## src/rtl/tlbpt_pkg.sv

```systemverilog
`default_nettype none
package tlbpt_pkg;

  // Sizes of the translator.
  localparam int TLB_ENTRIES = 16;
  localparam int PAGE_COUNT  = 256;

  localparam int ADDR_W      = 16;
  localparam int OFFSET_W    = 8;
  localparam int FRAME_W     = 8;
  localparam int COUNT_W     = 16;
  localparam int PAGE_W      = $clog2(PAGE_COUNT);
  localparam int TLB_IDX_W   = $clog2(TLB_ENTRIES);
  localparam int TLB_CNT_W   = $clog2(TLB_ENTRIES + 1);
  localparam int FREE_W      = FRAME_W + 1;

  // The free-frame pointer stops here.
  localparam logic [FREE_W-1:0]  FRAME_LIMIT = FREE_W'(1 << FRAME_W);
  localparam logic [COUNT_W-1:0] COUNT_MAX   = '1;

  // Result of a TLB lookup, valid in the cycle after the lookup is issued.
  typedef struct packed {
    logic                 hit;
    logic [TLB_IDX_W-1:0] pos;
    logic [FRAME_W-1:0]   frame;
  } lookup_t;

  // Update of the TLB when a translation completes.
  typedef struct packed {
    logic                 en;
    logic                 hit;
    logic [TLB_IDX_W-1:0] pos;
    logic [PAGE_W-1:0]    page;
    logic [FRAME_W-1:0]   frame;
  } update_t;

  // Control states of the translator.
  typedef enum logic [1:0] {
    ST_IDLE = 2'b01,
    ST_LOOK = 2'b10
  } state_t;

endpackage
`default_nettype wire

```

## src/rtl/tlbpt_if.sv

```systemverilog
`default_nettype none
// Request channel: one logical address per word.
interface tlbpt_req_if;
  logic                         valid;
  logic                         ready;
  logic [tlbpt_pkg::ADDR_W-1:0] logical_address;

  modport source (output valid, output logical_address, input ready);
  modport sink (input valid, input logical_address, output ready);
endinterface

// Response channel: one translation result per word.
interface tlbpt_rsp_if;
  logic                          valid;
  logic                          ready;
  logic [tlbpt_pkg::ADDR_W-1:0]  physical_address;
  logic                          tlb_hit;
  logic                          page_fault;
  logic [tlbpt_pkg::COUNT_W-1:0] hit_total;
  logic [tlbpt_pkg::COUNT_W-1:0] fault_total;

  modport source (output valid, output physical_address, output tlb_hit, output page_fault,
                  output hit_total, output fault_total, input ready);
  modport sink (input valid, input physical_address, input tlb_hit, input page_fault,
                input hit_total, input fault_total, output ready);
endinterface
`default_nettype wire

```

## src/rtl/tlb_page_table_translator_top.sv

```systemverilog
`default_nettype none
// Demand-paging address translator. Each request word carries a 16-bit
// logical address: page number in the upper byte, offset in the lower byte.
// The page is looked up in a 16-entry fully associative TLB kept in age
// order; on a miss the direct-mapped page table (a 256-entry frame RAM plus
// valid flags cleared by reset) is used, and an unmapped page gets the next
// free frame. The page is then moved to or inserted at the TLB tail,
// evicting the oldest entry when the TLB is full. Each response word gives
// the physical address, hit and fault flags and saturating hit and fault
// totals. When an address is accepted the page-table RAM read and TLB tag
// compare are registered; in ST_LOOK the frame is resolved and the page
// table and TLB are written back. A new address is taken only after that
// commit, so the block never accepts one while the last is unfinished. A
// finished response sits in an output register, and the block accepts the
// next address while it waits there.
module tlb_page_table_translator_top (
  input wire logic    clk,
  input wire logic    rst,
  tlbpt_req_if.sink   req,
  tlbpt_rsp_if.source rsp
);

  tlbpt_pkg::state_t                state;
  tlbpt_pkg::state_t                state_next;
  logic [tlbpt_pkg::PAGE_W-1:0]     page;
  logic [tlbpt_pkg::OFFSET_W-1:0]   offset;
  logic [tlbpt_pkg::PAGE_W-1:0]     req_page;
  logic [tlbpt_pkg::PAGE_COUNT-1:0] page_valid;
  logic [tlbpt_pkg::FREE_W-1:0]     next_free_frame;
  logic [tlbpt_pkg::COUNT_W-1:0]    hit_counter;
  logic [tlbpt_pkg::COUNT_W-1:0]    fault_counter;
  logic [tlbpt_pkg::COUNT_W-1:0]    hit_counter_next;
  logic [tlbpt_pkg::COUNT_W-1:0]    fault_counter_next;
  logic [tlbpt_pkg::FRAME_W-1:0]    table_frame;
  logic [tlbpt_pkg::FRAME_W-1:0]    frame;
  logic                             accept;
  logic                             commit;
  logic                             fault;
  logic                             out_valid;
  tlbpt_pkg::lookup_t               lookup;
  tlbpt_pkg::update_t               update;

  assign req_page = req.logical_address[tlbpt_pkg::OFFSET_W +: tlbpt_pkg::PAGE_W];
  assign accept   = req.valid && req.ready;
  assign req.ready = (state == tlbpt_pkg::ST_IDLE);

  // The result is committed once the output register is free or emptying.
  assign commit = (state == tlbpt_pkg::ST_LOOK) && (!out_valid || rsp.ready);

  always_comb begin
    state_next = state;
    case (state)
      tlbpt_pkg::ST_IDLE: if (accept) state_next = tlbpt_pkg::ST_LOOK;
      tlbpt_pkg::ST_LOOK: if (commit) state_next = tlbpt_pkg::ST_IDLE;
      default:            state_next = tlbpt_pkg::ST_IDLE;
    endcase
  end

  always_ff @(posedge clk) begin
    if (rst) begin
      state <= tlbpt_pkg::ST_IDLE;
    end else begin
      state <= state_next;
    end
  end

  // Capture the accepted address.
  always_ff @(posedge clk) begin
    if (accept) begin
      page   <= req_page;
      offset <= req.logical_address[tlbpt_pkg::OFFSET_W-1:0];
    end
  end

  // Page-table frame store; read at accept, written back on a fault.
  tlbpt_ram #(
    .WIDTH(tlbpt_pkg::FRAME_W),
    .DEPTH(tlbpt_pkg::PAGE_COUNT)
  ) u_page_frame (
    .clk    (clk),
    .wr_en  (commit && fault),
    .wr_addr(page),
    .wr_data(frame),
    .rd_en  (accept),
    .rd_addr(req_page),
    .rd_data(table_frame)
  );

  tlbpt_tlb u_tlb (
    .clk        (clk),
    .rst        (rst),
    .lookup_en  (accept),
    .lookup_page(req_page),
    .lookup     (lookup),
    .update     (update)
  );

  // Resolve the frame: TLB first, then the page table, else allocate.
  always_comb begin
    fault = !lookup.hit && !page_valid[page];
    if (lookup.hit) begin
      frame = lookup.frame;
    end else if (page_valid[page]) begin
      frame = table_frame;
    end else begin
      frame = next_free_frame[tlbpt_pkg::FRAME_W-1:0];
    end
    update.en    = commit;
    update.hit   = lookup.hit;
    update.pos   = lookup.pos;
    update.page  = page;
    update.frame = frame;
    hit_counter_next = (lookup.hit && hit_counter != tlbpt_pkg::COUNT_MAX) ?
                       hit_counter + 1'b1 : hit_counter;
    fault_counter_next = (fault && fault_counter != tlbpt_pkg::COUNT_MAX) ?
                         fault_counter + 1'b1 : fault_counter;
  end

  // Page-table valid flags, free-frame pointer and totals.
  always_ff @(posedge clk) begin
    if (rst) begin
      page_valid      <= '0;
      next_free_frame <= '0;
      hit_counter     <= '0;
      fault_counter   <= '0;
    end else if (commit) begin
      hit_counter   <= hit_counter_next;
      fault_counter <= fault_counter_next;
      if (fault) begin
        page_valid[page] <= 1'b1;
        if (next_free_frame < tlbpt_pkg::FRAME_LIMIT) begin
          next_free_frame <= next_free_frame + 1'b1;
        end
      end
    end
  end

  // Output register.
  always_ff @(posedge clk) begin
    if (rst) begin
      out_valid <= 1'b0;
    end else if (commit) begin
      out_valid <= 1'b1;
    end else if (rsp.ready) begin
      out_valid <= 1'b0;
    end
  end

  always_ff @(posedge clk) begin
    if (commit) begin
      rsp.physical_address <= {frame, offset};
      rsp.tlb_hit          <= lookup.hit;
      rsp.page_fault       <= fault;
      rsp.hit_total        <= hit_counter_next;
      rsp.fault_total      <= fault_counter_next;
    end
  end

  assign rsp.valid = out_valid;

endmodule
`default_nettype wire

```

## src/rtl/tlbpt_ram.sv

```systemverilog
`default_nettype none
// Single-port-write, single-port-read RAM with a registered read.
module tlbpt_ram #(
  parameter int WIDTH = 8,
  parameter int DEPTH = 256
) (
  input  wire logic                     clk,
  input  wire logic                     wr_en,
  input  wire logic [$clog2(DEPTH)-1:0] wr_addr,
  input  wire logic [WIDTH-1:0]         wr_data,
  input  wire logic                     rd_en,
  input  wire logic [$clog2(DEPTH)-1:0] rd_addr,
  output logic      [WIDTH-1:0]         rd_data
);

  logic [WIDTH-1:0] mem [DEPTH];

  always_ff @(posedge clk) begin
    if (wr_en) begin
      mem[wr_addr] <= wr_data;
    end
    if (rd_en) begin
      rd_data <= mem[rd_addr];
    end
  end

endmodule
`default_nettype wire

```

## src/rtl/tlbpt_tlb.sv

```systemverilog
`default_nettype none
// Fully associative TLB kept in age order: entry 0 is the oldest, the
// entry just below the fill count is the most recent.
module tlbpt_tlb (
  input  wire logic                           clk,
  input  wire logic                           rst,
  input  wire logic                           lookup_en,
  input  wire logic [tlbpt_pkg::PAGE_W-1:0]   lookup_page,
  output tlbpt_pkg::lookup_t                  lookup,
  input  wire tlbpt_pkg::update_t             update
);

  localparam int N = tlbpt_pkg::TLB_ENTRIES;

  logic [tlbpt_pkg::PAGE_W-1:0]    tlb_page  [N];
  logic [tlbpt_pkg::FRAME_W-1:0]   tlb_frame [N];
  logic [tlbpt_pkg::PAGE_W-1:0]    up_page   [N];
  logic [tlbpt_pkg::FRAME_W-1:0]   up_frame  [N];
  logic [tlbpt_pkg::TLB_CNT_W-1:0] fill;
  logic [tlbpt_pkg::TLB_CNT_W-1:0] fill_next;
  logic [N-1:0]                    match;
  logic [N-1:0]                    match_next;
  logic                            full;
  logic                            shift_en;
  logic [tlbpt_pkg::TLB_CNT_W-1:0] rm_pos;
  logic [tlbpt_pkg::TLB_CNT_W-1:0] tail;

  // Tag compare against the valid entries, registered for the next cycle.
  always_comb begin
    for (int i = 0; i < N; i++) begin
      match_next[i] = (tlb_page[i] == lookup_page) &&
                      (tlbpt_pkg::TLB_CNT_W'(i) < fill);
    end
  end

  always_ff @(posedge clk) begin
    if (lookup_en) begin
      match <= match_next;
    end
  end

  // The oldest matching entry wins.
  always_comb begin
    lookup.hit = 1'b0;
    lookup.pos = '0;
    for (int i = N - 1; i >= 0; i--) begin
      if (match[i]) begin
        lookup.hit = 1'b1;
        lookup.pos = tlbpt_pkg::TLB_IDX_W'(i);
      end
    end
    lookup.frame = tlb_frame[lookup.pos];
  end

  // Each entry's younger neighbor, used when entries move toward the head.
  for (genvar g = 0; g < N; g++) begin : g_up
    if (g < N - 1) begin : g_mid
      assign up_page[g]  = tlb_page[g + 1];
      assign up_frame[g] = tlb_frame[g + 1];
    end else begin : g_last
      assign up_page[g]  = tlb_page[g];
      assign up_frame[g] = tlb_frame[g];
    end
  end

  // A hit removes its entry, a miss on a full TLB removes the oldest;
  // the translated page always lands at the tail.
  always_comb begin
    full      = (fill == tlbpt_pkg::TLB_CNT_W'(N));
    shift_en  = update.hit || full;
    rm_pos    = update.hit ? tlbpt_pkg::TLB_CNT_W'(update.pos) : '0;
    if (update.hit) begin
      tail = fill - 1'b1;
    end else if (full) begin
      tail = tlbpt_pkg::TLB_CNT_W'(N - 1);
    end else begin
      tail = fill;
    end
    fill_next = shift_en ? fill : fill + 1'b1;
  end

  always_ff @(posedge clk) begin
    if (update.en) begin
      for (int i = 0; i < N; i++) begin
        if (tlbpt_pkg::TLB_CNT_W'(i) == tail) begin
          tlb_page[i]  <= update.page;
          tlb_frame[i] <= update.frame;
        end else if (shift_en && tlbpt_pkg::TLB_CNT_W'(i) >= rm_pos &&
                     tlbpt_pkg::TLB_CNT_W'(i) < tail) begin
          tlb_page[i]  <= up_page[i];
          tlb_frame[i] <= up_frame[i];
        end
      end
    end
  end

  always_ff @(posedge clk) begin
    if (rst) begin
      fill <= '0;
    end else if (update.en) begin
      fill <= fill_next;
    end
  end

endmodule
`default_nettype wire

```

## src/flat_wrapper.sv

```systemverilog
// flat-port wrapper written by rule: the top's interface ports become plain ports
module tlb_page_table_translator_top_flat 
  (clk, rst, req_valid, req_logical_address, req_ready, rsp_valid, rsp_physical_address, rsp_tlb_hit, rsp_page_fault, rsp_hit_total, rsp_fault_total, rsp_ready);
  tlbpt_req_if req_i ();
  tlbpt_rsp_if rsp_i ();
  input wire logic clk;
  input wire logic rst;
  input wire logic [$bits(req_i.valid)-1:0] req_valid;
  input wire logic [$bits(req_i.logical_address)-1:0] req_logical_address;
  output wire logic [$bits(req_i.ready)-1:0] req_ready;
  output wire logic [$bits(rsp_i.valid)-1:0] rsp_valid;
  output wire logic [$bits(rsp_i.physical_address)-1:0] rsp_physical_address;
  output wire logic [$bits(rsp_i.tlb_hit)-1:0] rsp_tlb_hit;
  output wire logic [$bits(rsp_i.page_fault)-1:0] rsp_page_fault;
  output wire logic [$bits(rsp_i.hit_total)-1:0] rsp_hit_total;
  output wire logic [$bits(rsp_i.fault_total)-1:0] rsp_fault_total;
  input wire logic [$bits(rsp_i.ready)-1:0] rsp_ready;
  assign req_i.valid = req_valid;
  assign req_i.logical_address = req_logical_address;
  assign req_ready = req_i.ready;
  assign rsp_valid = rsp_i.valid;
  assign rsp_physical_address = rsp_i.physical_address;
  assign rsp_tlb_hit = rsp_i.tlb_hit;
  assign rsp_page_fault = rsp_i.page_fault;
  assign rsp_hit_total = rsp_i.hit_total;
  assign rsp_fault_total = rsp_i.fault_total;
  assign rsp_i.ready = rsp_ready;
  tlb_page_table_translator_top u_core (.clk(clk), .rst(rst), .req(req_i), .rsp(rsp_i));
endmodule
```

## config.mk

```make
export PLATFORM = sky130hd
export DESIGN_NAME = tlb_page_table_translator_top_flat
export DESIGN_NICKNAME = d
export VERILOG_FILES = /design/src/rtl/tlbpt_pkg.sv /design/src/rtl/tlbpt_if.sv /design/src/rtl/tlb_page_table_translator_top.sv /design/src/rtl/tlbpt_ram.sv /design/src/rtl/tlbpt_tlb.sv /design/src/flat_wrapper.sv
export SDC_FILE = /design/constraint.sdc
export NUM_CORES = 2
export LEC_CHECK = 0
export BUFFER_PORTS_ARGS = -buffer_cell sky130_fd_sc_hd__buf_2
export CAP_MARGIN = 15
export CORE_UTILIZATION = 50
export DETAILED_ROUTE_END_ITERATION = 10
export PLACE_DENSITY = 0.69
export REMOVE_ABC_BUFFERS = 1
export SLEW_MARGIN = 20
export SYNTH_ARGS = -nofsm -noshare
export SYNTH_HDL_FRONTEND = slang
export SYNTH_SLANG_ARGS = --single-unit
```

## constraint.sdc

```tcl
create_clock -name clk -period 14.2 [get_ports clk]
set_clock_uncertainty 0.15 [all_clocks]
set_input_delay 0.71 -clock clk [delete_from_list [all_inputs] [get_ports clk]]
set_output_delay 0.71 -clock clk [all_outputs]
set_load 0.05 [all_outputs]
```

==> results.md <==
- Maximum clock rate: 126 MHz
- FF+latch area: 78000 um2
- Die height: 468 um
- Filler cell count: 15900
- Clock-pin slew on the worst setup and hold paths: 0.06 ns
- Area Growth Syn to Fin: 11.7%
- Period minus WS final: 7.92 ns
- H-tree levels: 5
- Antenna violations before repair: 9
- Die ar.: 219000 um2
- Unrepaired setup endpoints after global routing: no
- Post-route insts no fill: 9152
- Syn. warnings: 0
- Total power: 17.1 mW
- Yosys top cell area share: 66.1%
- Vias in the first global route: 57000
- WP data arrival: 8.31 ns
- FF+latch count, synth: 2699
- Sequential-to-total area share from yosys stat: 71.7%
- Hold buffer count at cts: 9
- Crit. End Element: flop
- CP required: 14.59 ns
- Post-synth top area cell: edfxtp_1
- Post-DP HPWL: 160 mm
- Number of port buffers: 71
- CP max FO: 105
- Initial Utilization: 50.5%
- Gr ovfl total: 0
- I/O pins: 72
- Clock Tree Buf Depth: 4
- Finish-stage setup viols: 0
- Setup CP Type: flop to flop
- Post-Route Setup TNS: 0 ns
- First-pass GRT wire length: 389 mm
- Slew @ Worst Pin: 1.23 ns
- Synth top area cells: edfxtp_1, mux4_2, dfxtp_1
- Post-route DRC: 0
- Core Rows: 170
- Fin area: 121000 um2
- Power Dens Cells: 141 nW/um2
- Worst rel slew slack: 18.1%
- Post-synthesis cell count: 5992
- Routed Antenna Nets: 0
- Final Hold Vio Count: 0
- DR pass1 iterations: 6
- Drt via density: 6.25
- Placed insts: 8647
- Startpoint types: flop
- Most used DFF post-synth: edfxtp_1
- Area of the core: 215000 um2
- Hold Crit Class: primary input to flop
- Period utilisation layout: 55.8%
- Flop2flop setup slack: 6.28 ns
- Layout cells sized above 1: 25.1%
- Status: completed
- Synth top cells by count: edfxtp_1, nor2_1, mux4_2
- Setup bufs post-CTS: 0
- Final nets: 6136
- Worst vdd ir: 0.000132 V
- Number of buffers created by CTS: 289
- Largest net degree at the start of global routing: 207
- All-Layer GR Usage: 24.2%
- GPL Wtd Cong: 0.851
- Final Core Density: 56.4%
- CTS sink cnt: 2699
- Most common cell in the synthesized netlist: edfxtp_1
- TritonCTS clock tree: yes
- Syn Std Cell Area: 109000 um2
- Clock root buffer master: clkbuf_16
- Fin. max-slew vios: 0
- Die Width: 468 um
- Post-Route WL: 263 mm
- Drt initial violations: 6243
- Post-synth EDFFs: 2394
- MaxCap Viol Count: 0
- Asr flop ratio synth: 0%
- Area of the multi-input gates: 29200 um2
- Clock latency on the worst-skew pair: 0.93 ns
- WL/cell: 28.7 um
- Post-synth cell types: 78
- Leakage power: 38.7 nW
- Vias after detailed routing: 57200
- Placed instance area: 112000 um2
- Post-CTS resize count: 0
- Synth Area per Inst: 18.1 um2
-- final cells by class --
| class | instances | area share (%) |
|---|---|---|
| Sequential cell | 2699 | 64.2 |
| Multi-Input combinational cell | 2884 | 24.1 |
| Clock buffer | 371 | 6.46 |
| Tap cell | 2838 | 2.92 |
| Timing Repair Buffer | 219 | 1.34 |
| Clock inverter | 122 | 0.919 |
| Inverter | 17 | 0.0525 |
| Antenna cell | 2 | 0.00412 |
-- critical path, stage by stage, from the launching register on --
cell and delay [ns]:
edfxtp_1 0.69, buf_4 0.67, buf_6 0.69, mux4_2 0.37, mux2i_1 0.07, o22ai_1 0.23
nor4_1 0.09, a311o_1 0.46, a22oi_4 0.70, mux2_2 0.29, nand2_1 0.36, nand2_4 0.70
buf_4 0.78, buf_4 0.92
-- cell families after synthesis --
logic type,count (synthesis),synth area share [%]
xor gates and xnor gates,179,1.44
buffers and inverters,409,1.60
DFF,2699,71.7
adders and majority gates,6,0.0690
and+or+nand+nor,1211,4.79
AOI/OAI and AO/OA,520,2.89
muxes,968,17.5
-- path summary, 6_finish.rpt --
kind,startpoint,to,cells past startpoint
setup / recovery,u_core.page[0],u_core.u_page_frame.mem[214][2],13
hold / removal,rst,u_core.hit_counter[2],2
setup reg to reg,u_core.page[0],u_core.u_page_frame.mem[214][2],13
hold reg to reg,u_core.offset[1],u_core.rsp.physical_address[1],0
-- layer usage --
layer	wire length [um]	share of wire [%]	vias to the layer above	GRT usage, %
met1	107000	41	30000	34.6
met3	20600	7.8	534	4.03
met4	8210	3.1	10	7.68
met5	74	0.028	-	0
met2	127000	48	2625	38.3
li1	-	-	24100	-
-- cell usage in the layout, fill, tap and decap left out, types with 17 or more instances in the layout --
master     count
a22oi_1       23
buf_2         64
nor4_1        17
mux2_2       173
a31oi_1       67
mux2i_1       66
nor2_1       716
xor2_1        51
edfxtp_1    2394
bufinv_16     20
nor2b_1       20
nand4_1       37
nand3_1       62
o21ai_0       51
clkinv_2      45
nand2b_1      22
nand2_1      215
dfxtp_1      305
and3_1        24
mux4_2       720
nor3_1        20
clkinv_1      45
clkbuf_1      60
buf_4        132
a21oi_1      276
clkbuf_16    298
xnor2_1      128
-- through the flow --
stage / setup slack (ns) / hold slack [ns]
global placement: 6.37 / 0.253
CTS: 6.02 / 0.168
detailed placement: 6.05 / 0.268
finish: 6.28 / 0.163
global route: 5.85 / 0.210
floorplan: 4.40 / 0.250
-- state kept, by name, summed over array words and instances (netlist names) --
| signal | count |
|---|---|
| u_core.fault_counter | 16 |
| u_core.hit_counter | 16 |
| u_core.next_free_frame | 9 |
| u_core.offset | 8 |
| u_core.page | 8 |
| u_core.page_valid | 256 |
| u_core.rsp.fault_total | 16 |
| u_core.rsp.hit_total | 16 |
| u_core.rsp.page_fault | 1 |
| u_core.rsp.physical_address | 16 |
| u_core.rsp.tlb_hit | 1 |
| u_core.rsp.valid | 1 |
| u_core.state | 2 |
| u_core.u_page_frame.mem | 2048 |
| u_core.u_page_frame.rd_data | 8 |
| u_core.u_tlb.fill | 5 |
| u_core.u_tlb.match | 16 |
| u_core.u_tlb.tlb_frame | 128 |
| u_core.u_tlb.tlb_page | 128 |
-- where the power goes --
part	switching (mW)	internal (mW)	leakage [nW]
clock network	2.97	4.25	4.40
logic	0.694	0.338	10.1
registers	0.0177	8.84	24.2
total	3.69	13.4	38.7
No activity file was read; power rests on OpenSTA's default activity.
